[config.mk]
export PLATFORM = sky130hd
export DESIGN_NAME = lcg_sequence_seed_search_core_flat
export DESIGN_NICKNAME = d
export VERILOG_FILES = /design/src/rtl/core/lcgss_pkg.sv /design/src/rtl/core/lcgss_req_if.sv /design/src/rtl/core/lcgss_rsp_if.sv /design/src/rtl/core/lcgss_cfg_if.sv /design/src/rtl/core/lcg_sequence_seed_search_core.sv /design/src/rtl/core/lcgss_front.sv /design/src/rtl/core/lcgss_back.sv /design/src/flat_wrapper.sv
export SDC_FILE = /design/constraint.sdc
export NUM_CORES = 1
export LEC_CHECK = 0
export ABC_AREA = 1
export BUFFER_PORTS_ARGS = -buffer_cell sky130_fd_sc_hd__buf_2
export CAP_MARGIN = 20
export CORE_MARGIN = 2
export CORE_UTILIZATION = 63
export CTS_CLUSTER_SIZE = 24
export DETAILED_ROUTE_END_ITERATION = 8
export GPL_TIMING_DRIVEN = 0
export HOLD_SLACK_MARGIN = 0.15
export PLACE_DENSITY = 0.82
export SYNTH_ARGS = -nofsm -noshare
export SYNTH_HDL_FRONTEND = slang
export SYNTH_SLANG_ARGS = --single-unit
[constraint.sdc]
create_clock -name clk -period 11.1 [get_ports clk]
set_clock_uncertainty 0.15 [all_clocks]
set_input_delay 2.22 -clock clk [delete_from_list [all_inputs] [get_ports clk]]
set_output_delay 2.22 -clock clk [all_outputs]
set_load 0.05 [all_outputs]
[src/rtl/core/lcgss_pkg.sv]
// shared types, constants and helper functions for the lcg seed search core
// no dependencies; used by every other file of the core but lcgss_req_if
package lcgss_pkg;

  // longest target sequence that can be matched
  localparam int MAX_SEQUENCE = 16;
  localparam int SEQ_IDX_W    = $clog2(MAX_SEQUENCE);

  // field widths
  localparam int SEED_W       = 32;
  localparam int LEN_W        = 5;
  localparam int TGT_W        = 5;
  localparam int TGT_WORD_W   = 40;
  localparam int TGT_ALL_W    = 2 * TGT_WORD_W;
  localparam int CFG_IDX_W    = 3;
  localparam int CFG_DATA_W   = 40;

  // lcg constants
  localparam logic [SEED_W-1:0] LCG_MUL    = 32'd214013;
  localparam logic [SEED_W-1:0] LCG_ADD    = 32'd2531011;
  localparam logic [SEED_W-1:0] RESET_SEED = 32'd1;

  // reset values of the registers
  localparam logic [LEN_W-1:0] RESET_SEQ_LEN = 5'd9;

  // command queue between front and back
  localparam int QUEUE_DEPTH = 2;
  localparam int Q_PTR_W     = $clog2(QUEUE_DEPTH);
  localparam int Q_CNT_W     = $clog2(QUEUE_DEPTH + 1);

  // register indexes on the config port
  typedef enum logic [CFG_IDX_W-1:0] {
    REG_START_SEED     = 3'd0,
    REG_SEQ_LEN        = 3'd1,
    REG_TARGETS_FIRST  = 3'd2,
    REG_TARGETS_SECOND = 3'd3,
    REG_STOP_AT_FIRST  = 3'd4
  } reg_idx_t;

  // queued command
  typedef struct packed {
    logic restart;
  } cmd_t;

  // register set seen by the back end
  typedef struct packed {
    logic [SEED_W-1:0]    start_seed;
    logic [LEN_W-1:0]     sequence_length;
    logic [TGT_ALL_W-1:0] targets;
    logic                 stop_at_first;
  } cfg_t;

  // one step of the generator, modulo 2^32
  function automatic logic [SEED_W-1:0] lcg_next(input logic [SEED_W-1:0] x);
    logic [SEED_W-1:0] p;
    p = x * LCG_MUL;
    return p + LCG_ADD;
  endfunction

  // (25 * (x >> 16)) >> 16, built from shifts and adds
  function automatic logic [TGT_W-1:0] scaled_out(input logic [SEED_W-1:0] x);
    logic [20:0] hi;
    logic [20:0] s;
    hi = {5'd0, x[31:16]};
    s  = (hi << 4) + (hi << 3) + hi;
    return s[20:16];
  endfunction

  // target k out of the packed pair of target words
  function automatic logic [TGT_W-1:0] target_at(input logic [TGT_ALL_W-1:0] t,
                                                 input logic [SEQ_IDX_W-1:0] k);
    return t[int'(k) * TGT_W +: TGT_W];
  endfunction

  // index of the last compared target, length clamped to 1..MAX_SEQUENCE
  function automatic logic [SEQ_IDX_W-1:0] last_index(input logic [LEN_W-1:0] len);
    logic [LEN_W-1:0] m;
    if (len == '0) begin
      m = '0;
    end else if (len > LEN_W'(MAX_SEQUENCE)) begin
      m = LEN_W'(MAX_SEQUENCE - 1);
    end else begin
      m = len - 1'b1;
    end
    return m[SEQ_IDX_W-1:0];
  endfunction

endpackage

[src/rtl/core/lcgss_req_if.sv]
// request channel of the lcg seed search core: one word per tick
// depends on nothing
interface lcgss_req_if;
  logic valid;
  logic ready;
  logic restart;

  modport source (output valid, output restart, input ready);
  modport sink   (input valid, input restart, output ready);
endinterface

[src/rtl/core/lcgss_rsp_if.sv]
// result channel of the lcg seed search core
// depends on lcgss_pkg for field widths
interface lcgss_rsp_if;
  logic                          valid;
  logic                          ready;
  logic                          matched;
  logic [lcgss_pkg::SEED_W-1:0]  match_start;
  logic [lcgss_pkg::SEED_W-1:0]  match_end;
  logic [lcgss_pkg::SEED_W-1:0]  scan_index;
  logic                          halted;

  modport source (output valid, output matched, output match_start, output match_end,
                  output scan_index, output halted, input ready);
  modport sink   (input valid, input matched, input match_start, input match_end,
                  input scan_index, input halted, output ready);
endinterface

[src/rtl/core/lcgss_cfg_if.sv]
// register write channel of the lcg seed search core
// depends on lcgss_pkg for index and data widths
interface lcgss_cfg_if;
  logic                             valid;
  logic                             ready;
  logic [lcgss_pkg::CFG_IDX_W-1:0]  index;
  logic [lcgss_pkg::CFG_DATA_W-1:0] data;

  modport source (output valid, output index, output data, input ready);
  modport sink   (input valid, input index, input data, output ready);
endinterface

[src/rtl/core/lcg_sequence_seed_search_core.sv]
// lcg seed search core: ticks in order; a request word is queued, then the back end runs
// a reload step on restart, a start step, the compare loop and a finish step
// one tick is in the back end at a time: a new command waits until the last is done; the
// compare loop alternates compare and advance states through the shared 32x32 multiply-add
// synchronous reset restores the config registers to their defaults and the scan to start
// seed 1; the result register is empty after reset and no clearing pass is needed
module lcg_sequence_seed_search_core (
  input  logic        clk,
  input  logic        rst,
  lcgss_req_if.sink   req,
  lcgss_rsp_if.source rsp,
  lcgss_cfg_if.sink   cfg
);

  logic [lcgss_pkg::SEED_W-1:0]     start_seed;
  logic [lcgss_pkg::LEN_W-1:0]      sequence_length;
  logic [lcgss_pkg::TGT_WORD_W-1:0] targets_first;
  logic [lcgss_pkg::TGT_WORD_W-1:0] targets_second;
  logic                             stop_at_first;

  lcgss_pkg::cfg_t cfg_regs;
  lcgss_pkg::cmd_t q_cmd;
  logic            q_valid;
  logic            pop;

  // register writes are always taken
  assign cfg.ready = 1'b1;

  // register file
  always_ff @(posedge clk) begin
    if (rst) begin
      start_seed      <= lcgss_pkg::RESET_SEED;
      sequence_length <= lcgss_pkg::RESET_SEQ_LEN;
      targets_first   <= '0;
      targets_second  <= '0;
      stop_at_first   <= 1'b1;
    end else if (cfg.valid && cfg.ready) begin
      case (lcgss_pkg::reg_idx_t'(cfg.index))
        lcgss_pkg::REG_START_SEED:     start_seed      <= cfg.data[lcgss_pkg::SEED_W-1:0];
        lcgss_pkg::REG_SEQ_LEN:        sequence_length <= cfg.data[lcgss_pkg::LEN_W-1:0];
        lcgss_pkg::REG_TARGETS_FIRST:  targets_first   <= cfg.data[lcgss_pkg::TGT_WORD_W-1:0];
        lcgss_pkg::REG_TARGETS_SECOND: targets_second  <= cfg.data[lcgss_pkg::TGT_WORD_W-1:0];
        lcgss_pkg::REG_STOP_AT_FIRST:  stop_at_first   <= cfg.data[0];
        default: begin
        end
      endcase
    end
  end

  // register set handed to the back end
  assign cfg_regs.start_seed      = start_seed;
  assign cfg_regs.sequence_length = sequence_length;
  assign cfg_regs.targets         = {targets_second, targets_first};
  assign cfg_regs.stop_at_first   = stop_at_first;

  // request intake and command queue
  lcgss_front u_front (
    .clk     (clk),
    .rst     (rst),
    .req     (req),
    .pop     (pop),
    .q_valid (q_valid),
    .q_cmd   (q_cmd)
  );

  // candidate evaluation and result register
  lcgss_back u_back (
    .clk      (clk),
    .rst      (rst),
    .q_valid  (q_valid),
    .q_cmd    (q_cmd),
    .pop      (pop),
    .cfg_regs (cfg_regs),
    .rsp      (rsp)
  );

endmodule

[src/rtl/core/lcgss_front.sv]
// front end: accepts request words and queues them as commands
// depends on lcgss_pkg and lcgss_req_if
module lcgss_front (
  input  logic                clk,
  input  logic                rst,
  lcgss_req_if.sink           req,
  input  logic                pop,
  output logic                q_valid,
  output lcgss_pkg::cmd_t     q_cmd
);

  lcgss_pkg::cmd_t                    q_mem [lcgss_pkg::QUEUE_DEPTH];
  logic [lcgss_pkg::Q_PTR_W-1:0]      wr_ptr;
  logic [lcgss_pkg::Q_PTR_W-1:0]      rd_ptr;
  logic [lcgss_pkg::Q_CNT_W-1:0]      count;
  logic                               push;
  logic                               take;

  // handshake and queue status
  assign req.ready = (count != lcgss_pkg::Q_CNT_W'(lcgss_pkg::QUEUE_DEPTH));
  assign push      = req.valid && req.ready;
  assign q_valid   = (count != '0);
  assign take      = pop && q_valid;
  assign q_cmd     = q_mem[rd_ptr];

  // pointer advance with wrap at the queue depth
  function automatic logic [lcgss_pkg::Q_PTR_W-1:0] ptr_inc(
      input logic [lcgss_pkg::Q_PTR_W-1:0] p);
    if (p == lcgss_pkg::Q_PTR_W'(lcgss_pkg::QUEUE_DEPTH - 1)) begin
      return '0;
    end
    return p + 1'b1;
  endfunction

  // queue storage, no reset needed
  always_ff @(posedge clk) begin
    if (push) begin
      q_mem[wr_ptr].restart <= req.restart;
    end
  end

  // queue pointers and fill count
  always_ff @(posedge clk) begin
    if (rst) begin
      wr_ptr <= '0;
      rd_ptr <= '0;
      count  <= '0;
    end else begin
      if (push) begin
        wr_ptr <= ptr_inc(wr_ptr);
      end
      if (take) begin
        rd_ptr <= ptr_inc(rd_ptr);
      end
      if (push && !take) begin
        count <= count + 1'b1;
      end else if (take && !push) begin
        count <= count - 1'b1;
      end
    end
  end

endmodule

[src/rtl/core/lcgss_back.sv]
// back end: runs one candidate seed per command and drives the result register
// depends on lcgss_pkg and lcgss_rsp_if
module lcgss_back (
  input  logic                clk,
  input  logic                rst,
  input  logic                q_valid,
  input  lcgss_pkg::cmd_t     q_cmd,
  output logic                pop,
  input  lcgss_pkg::cfg_t     cfg_regs,
  lcgss_rsp_if.source         rsp
);

  typedef enum logic [2:0] {
    S_IDLE,
    S_RELOAD,
    S_START,
    S_CMP,
    S_ADV,
    S_FINISH
  } state_t;

  state_t                              state;
  logic [lcgss_pkg::SEED_W-1:0]        candidate;
  logic [lcgss_pkg::SEED_W-1:0]        preceding;
  logic [lcgss_pkg::SEED_W-1:0]        tick_count;
  logic                                scan_stopped;
  logic [lcgss_pkg::SEED_W-1:0]        walk;
  logic [lcgss_pkg::SEQ_IDX_W-1:0]     k;
  logic                                hit;
  logic                                idle_tick;

  logic [lcgss_pkg::SEED_W-1:0]        adv_in;
  logic [lcgss_pkg::SEED_W-1:0]        adv_out;
  logic [lcgss_pkg::SEQ_IDX_W-1:0]     k_last;
  logic                                tgt_ok;
  logic                                slot_free;
  logic [lcgss_pkg::SEED_W-1:0]        tick_next;
  logic                                stop_next;

  // shared advance unit, one multiply-add
  always_comb begin
    case (state)
      S_RELOAD: adv_in = cfg_regs.start_seed;
      S_FINISH: adv_in = candidate;
      default:  adv_in = walk;
    endcase
  end
  assign adv_out = lcgss_pkg::lcg_next(adv_in);

  // compare of the current walk seed against target k
  assign k_last = lcgss_pkg::last_index(cfg_regs.sequence_length);
  assign tgt_ok = (lcgss_pkg::scaled_out(walk) ==
                   lcgss_pkg::target_at(cfg_regs.targets, k));

  // end-of-tick bookkeeping
  assign tick_next = tick_count + 1'b1;
  assign stop_next = (hit && cfg_regs.stop_at_first) || (tick_next == '1);
  assign slot_free = !rsp.valid || rsp.ready;
  assign pop       = (state == S_IDLE) && q_valid;

  // sequencer, scan state and result register
  always_ff @(posedge clk) begin
    if (rst) begin
      state        <= S_IDLE;
      preceding    <= lcgss_pkg::RESET_SEED;
      candidate    <= lcgss_pkg::lcg_next(lcgss_pkg::RESET_SEED);
      tick_count   <= '0;
      scan_stopped <= 1'b0;
      rsp.valid    <= 1'b0;
    end else begin
      // result word leaves when taken, unless the finish step loads the next one
      if (rsp.valid && rsp.ready && state != S_FINISH) begin
        rsp.valid <= 1'b0;
      end
      case (state)
        S_IDLE: begin
          if (q_valid) begin
            state <= q_cmd.restart ? S_RELOAD : S_START;
          end
        end
        S_RELOAD: begin
          preceding    <= cfg_regs.start_seed;
          candidate    <= adv_out;
          tick_count   <= '0;
          scan_stopped <= 1'b0;
          state        <= S_START;
        end
        S_START: begin
          walk      <= candidate;
          k         <= '0;
          hit       <= 1'b0;
          idle_tick <= scan_stopped;
          state     <= scan_stopped ? S_FINISH : S_CMP;
        end
        S_CMP: begin
          if (!tgt_ok) begin
            hit   <= 1'b0;
            state <= S_FINISH;
          end else if (k == k_last) begin
            // end seed is one advance past the last compared seed
            hit   <= 1'b1;
            walk  <= adv_out;
            state <= S_FINISH;
          end else begin
            k     <= k + 1'b1;
            walk  <= adv_out;
            state <= S_ADV;
          end
        end
        S_ADV: begin
          walk  <= adv_out;
          state <= S_CMP;
        end
        S_FINISH: begin
          if (slot_free) begin
            rsp.valid       <= 1'b1;
            rsp.matched     <= hit;
            rsp.match_start <= hit ? preceding : '0;
            rsp.match_end   <= hit ? walk : '0;
            rsp.scan_index  <= tick_count;
            if (idle_tick) begin
              rsp.halted <= 1'b1;
            end else begin
              rsp.halted   <= stop_next;
              scan_stopped <= stop_next;
              if (!(hit && cfg_regs.stop_at_first)) begin
                preceding  <= candidate;
                candidate  <= adv_out;
                tick_count <= tick_next;
              end
            end
            state <= S_IDLE;
          end
        end
        default: begin
          state <= S_IDLE;
        end
      endcase
    end
  end

`ifndef NO_ASSERTIONS
  // only a restart may resume a stopped scan
  a_stop_cleared_by_reload: assert property (@(posedge clk) disable iff (rst)
    (!$past(rst) && $fell(scan_stopped)) |-> $past(state == S_RELOAD))
    else $error("scan resumed without a restart");

  // a saturated tick count always leaves the scan stopped
  a_tick_saturation: assert property (@(posedge clk) disable iff (rst)
    (tick_count == '1) |-> scan_stopped)
    else $error("tick count saturated while scan still running");

  // results are only loaded from the finish step
  a_result_from_finish: assert property (@(posedge clk) disable iff (rst)
    (!$past(rst) && $rose(rsp.valid)) |-> $past(state == S_FINISH))
    else $error("result word loaded outside the finish step");

  // a command is taken only while no result is being built
  a_pop_when_idle: assert property (@(posedge clk) disable iff (rst)
    pop |=> (state == S_START || state == S_RELOAD))
    else $error("command taken without starting a tick");
`endif

endmodule
[src/flat_wrapper.sv]
// flat-port wrapper written by rule: the top's interface ports become plain ports
module lcg_sequence_seed_search_core_flat 
  (clk, rst, req_valid, req_restart, req_ready, rsp_valid, rsp_matched, rsp_match_start, rsp_match_end, rsp_scan_index, rsp_halted, rsp_ready, cfg_valid, cfg_index, cfg_data, cfg_ready);
  lcgss_req_if req_i ();
  lcgss_rsp_if rsp_i ();
  lcgss_cfg_if cfg_i ();
  input  logic clk;
  input  logic rst;
  input wire logic [$bits(req_i.valid)-1:0] req_valid;
  input wire logic [$bits(req_i.restart)-1:0] req_restart;
  output wire logic [$bits(req_i.ready)-1:0] req_ready;
  output wire logic [$bits(rsp_i.valid)-1:0] rsp_valid;
  output wire logic [$bits(rsp_i.matched)-1:0] rsp_matched;
  output wire logic [$bits(rsp_i.match_start)-1:0] rsp_match_start;
  output wire logic [$bits(rsp_i.match_end)-1:0] rsp_match_end;
  output wire logic [$bits(rsp_i.scan_index)-1:0] rsp_scan_index;
  output wire logic [$bits(rsp_i.halted)-1:0] rsp_halted;
  input wire logic [$bits(rsp_i.ready)-1:0] rsp_ready;
  input wire logic [$bits(cfg_i.valid)-1:0] cfg_valid;
  input wire logic [$bits(cfg_i.index)-1:0] cfg_index;
  input wire logic [$bits(cfg_i.data)-1:0] cfg_data;
  output wire logic [$bits(cfg_i.ready)-1:0] cfg_ready;
  assign req_i.valid = req_valid;
  assign req_i.restart = req_restart;
  assign req_ready = req_i.ready;
  assign rsp_valid = rsp_i.valid;
  assign rsp_matched = rsp_i.matched;
  assign rsp_match_start = rsp_i.match_start;
  assign rsp_match_end = rsp_i.match_end;
  assign rsp_scan_index = rsp_i.scan_index;
  assign rsp_halted = rsp_i.halted;
  assign rsp_i.ready = rsp_ready;
  assign cfg_i.valid = cfg_valid;
  assign cfg_i.index = cfg_index;
  assign cfg_i.data = cfg_data;
  assign cfg_ready = cfg_i.ready;
  lcg_sequence_seed_search_core u_core (.clk(clk), .rst(rst), .req(req_i), .rsp(rsp_i), .cfg(cfg_i));
endmodule
==> flow_summary_export.csv <==
group,metric,value,unit
status,outcome,"complete, no violations",
critical_path,crit_slowest_cell,"sky130_fd_sc_hd__a221oi_1",
critical_path,timing.critical_path.slowest_cell_delay,1.10,ns
logic_synthesis,ys_seq_area_frac,0.337,
logic_synthesis,synth_top_cells_by_area,"sky130_fd_sc_hd__dfxtp_1, sky130_fd_sc_hd__edfxtp_1, sky130_fd_sc_hd__fa_1",
timing,maxSlewViolCount,0,
cts,numClockSinks,362,
min_path,timing.hold.worst.class,"reg -> reg",
timing,finalWorstPathRequiredPeriod,9.16,ns
placement,placedCellCount,3866,
logic_synthesis,postSynthAreaPerCell,8.04,sq um
die,design.portCount,150,
logic_synthesis,synth_cell_type_count,57,
logic_synthesis,area_fraction_of_the_dominant_cell_type_after_synthesis,0.175,
cts,cts_buffers,36,
die,chipHeight,206,um
placement,placed_area,0.0271,sq mm
die,floorplan.initialDensity,0.642,
critical_path,start_kind,"flop",
global_routing,first_global_vias,22200,
global_routing,grt_first_pass_wirelength,122,mm
placement,dpl.hpwl,64.4,mm
cells_and_area,final-instance-count-excl-fill,3932,
drt,detailedRoute.firstPassIterationCount,6,
timing,max_freq,109,MHz
cells_and_area,layout_top_registers,"u_core.targets_first (40), u_core.targets_second (40)",
logic_synthesis,synthesis.nets,3585,
drt,routed_wirelength,79.5,mm
cts,clock_insertion_delay_worst_skew,0.55,ns
timing,report.final.setup_viol,0,
cts,number_of_gates_resized_after_cts,0,
cts,postCtsSetupRepairBufs,0,
placement,place.port_buffers,147,
timing,fin_worst_hold_slack,0.297,ns
global_routing,grt_start_max_net_pins,33,
timing,timing.slew.headroom,0.0756,
drt,routed-via-count,22600,
cells_and_area,final_design_instance_area_without_fill,0.0283,sq mm
timing,report.final.hold_viol_count,0,
cts,h-tree-depth,2,
drt,dr.first_iter.drc_count,2305,
flow_run,cap_viol_max_count,0,
global_routing,globalRoute.totalOverflow,0,
drt,route.detailed.vias_per_inst,5.74,
die,floorplan.core_area,0.0399,sq mm
logic_synthesis,post-synth-top-area-cell,"sky130_fd_sc_hd__dfxtp_1",
logic_synthesis,postSynthRegisterBits,362,
drt,wl_per_cell,20.2,um
cells_and_area,diodes,0,
cts,cts.path.max_buffers,3,
drt,drc,0,
timing,finalCritPeriodShare,0.826,
timing,tightest_pin_transition,1.39,ns
cells_and_area,areaGrowthSynthToFinish,10.6,%
placement,finalWeightedCongestion,0.982,
drt,postRouteAntennaNets,0,
cts,tritoncts,"built",
cts,cts_root_buffer,"sky130_fd_sc_hd__clkbuf_16",
logic_synthesis,yosysWarningCount,0,
cells_and_area,drive_above_1_share,0.0904,
die,chipWidth,206,um
global_routing,globalRouteTotalUtil,0.383,
timing,grt_setup_unrepaired,"false",
critical_path,required,11.20,ns
critical_path,cp_data_arrival_time,9.26,ns
critical_path,timing.critical_path.to_type,"flop",
critical_path,worst_path_max_fanout,10,
logic_synthesis,synth_ff_type,"sky130_fd_sc_hd__dfxtp_1",
die,design.die.area,0.0423,sq mm
cells_and_area,post_layout_nets,3780,
logic_synthesis,synth.cell_area,0.0256,sq mm
die,row_count,73,
logic_synthesis,netlist_instances,3184,
logic_synthesis,synth-edff-count,138,
critical_path,critical_path_class,"reg -> reg",
global_routing,grt_antenna_before_repair,0,
cts,holdBufCountCts,0,
logic_synthesis,asyncSetResetFlopFracSynth,0,
cts,clk_pin_slew,0.06,ns
==> worst paths after layout <==
| path | startpoint | to | slack, ns | cells after the start |
|---|---|---|---|---|
| worst max-delay path | u_core.u_back.state[1] | u_core.u_back.walk[26] | 1.94 | 28 |
| worst min-delay path | u_core.targets_second[26] | u_core.targets_second[26] | 0.30 | 2 |
| worst max register to register | u_core.u_back.state[1] | u_core.u_back.walk[26] | 1.94 | 28 |
| worst min register to register | u_core.targets_second[26] | u_core.targets_second[26] | 0.30 | 2 |
==> placed cells by master (no fill, tap or decap), drive strengths merged, types with 140 or more instances in the layout <==
master	Yosys	final
a21oi	204	204
buf	24	181
dfxtp	224	224
fa	186	186
ha	166	166
inv	680	682
nand2	587	587
nand3	140	140
nor2	247	247
o21ai	231	231
==> stage by stage <==
stage,TNS (ns),utilization,setup slack (ns)
floorplan,0,-,0.982
global placement,-128.68,0.676,-1.32
detailed placement,0,0.679,2.30
CTS,0,0.709,2.29
global route,0,0.709,1.75
finish,0,0.709,1.94
==> worst max-delay path: cells and delay by family (launching register included) <==
family	cells	cell delay [ns]
AO/OA/AOI/OAI	8	2.42
adder cells (fa/ha/maj)	7	3.20
AND/OR/NAND/NOR	3	0.60
XOR/XNOR	2	0.44
flip-flops	1	0.41
buffers and inverters	8	1.64
==> area by class of cell <==
type	count	area (sq um)
buffer	110	459
clock buffer	47	1030
clock inverter	19	189
fill	3174	11600
inverter	681	2560
multi-input combinational	2031	14000
sequential	362	8630
tap	525	657
timing repair buffer	157	821
==> cells in the mapped netlist (22+ instances only) <==
library cell               count
sky130_fd_sc_hd__nor2_1      240
sky130_fd_sc_hd__dfxtp_1     224
sky130_fd_sc_hd__fa_1        186
sky130_fd_sc_hd__a21oi_1     203
sky130_fd_sc_hd__nor3_1       27
sky130_fd_sc_hd__o21ai_0     227
sky130_fd_sc_hd__nand3_1     136
sky130_fd_sc_hd__xor2_1       47
sky130_fd_sc_hd__o211ai_1     22
sky130_fd_sc_hd__clkbuf_1     86
sky130_fd_sc_hd__edfxtp_1    138
sky130_fd_sc_hd__inv_1       671
sky130_fd_sc_hd__a31oi_1      22
sky130_fd_sc_hd__nand2_1     581
sky130_fd_sc_hd__ha_1        166
==> metal layers <==
layer	part of all wire	global-route usage	up-vias	wire, um
li1	-	-	10400	-
met1	0.41	0.522	10700	32400
met2	0.44	0.599	1192	35000
met3	0.10	0.0717	231	8150
met4	0.049	0.166	0	3880
met5	0	0	-	0
==> kinds of logic (layout without fill, tap and decap cells) <==
family / after synthesis / after routing / share of synthesized area
mux: 1 / 1 / 0.000440
fa+ha+maj: 353 / 353 / 0.227
xor+xnor: 67 / 67 / 0.0236
other cells: 1 / 1 / 0.000146
compound gates: 549 / 549 / 0.119
flops: 362 / 362 / 0.337
buf+inv: 791 / 1014 / 0.118
simple gates: 1060 / 1060 / 0.175
Power is not shown: default switching activity piles up to over one toggle a cycle in this logic, so the estimate is an artifact.
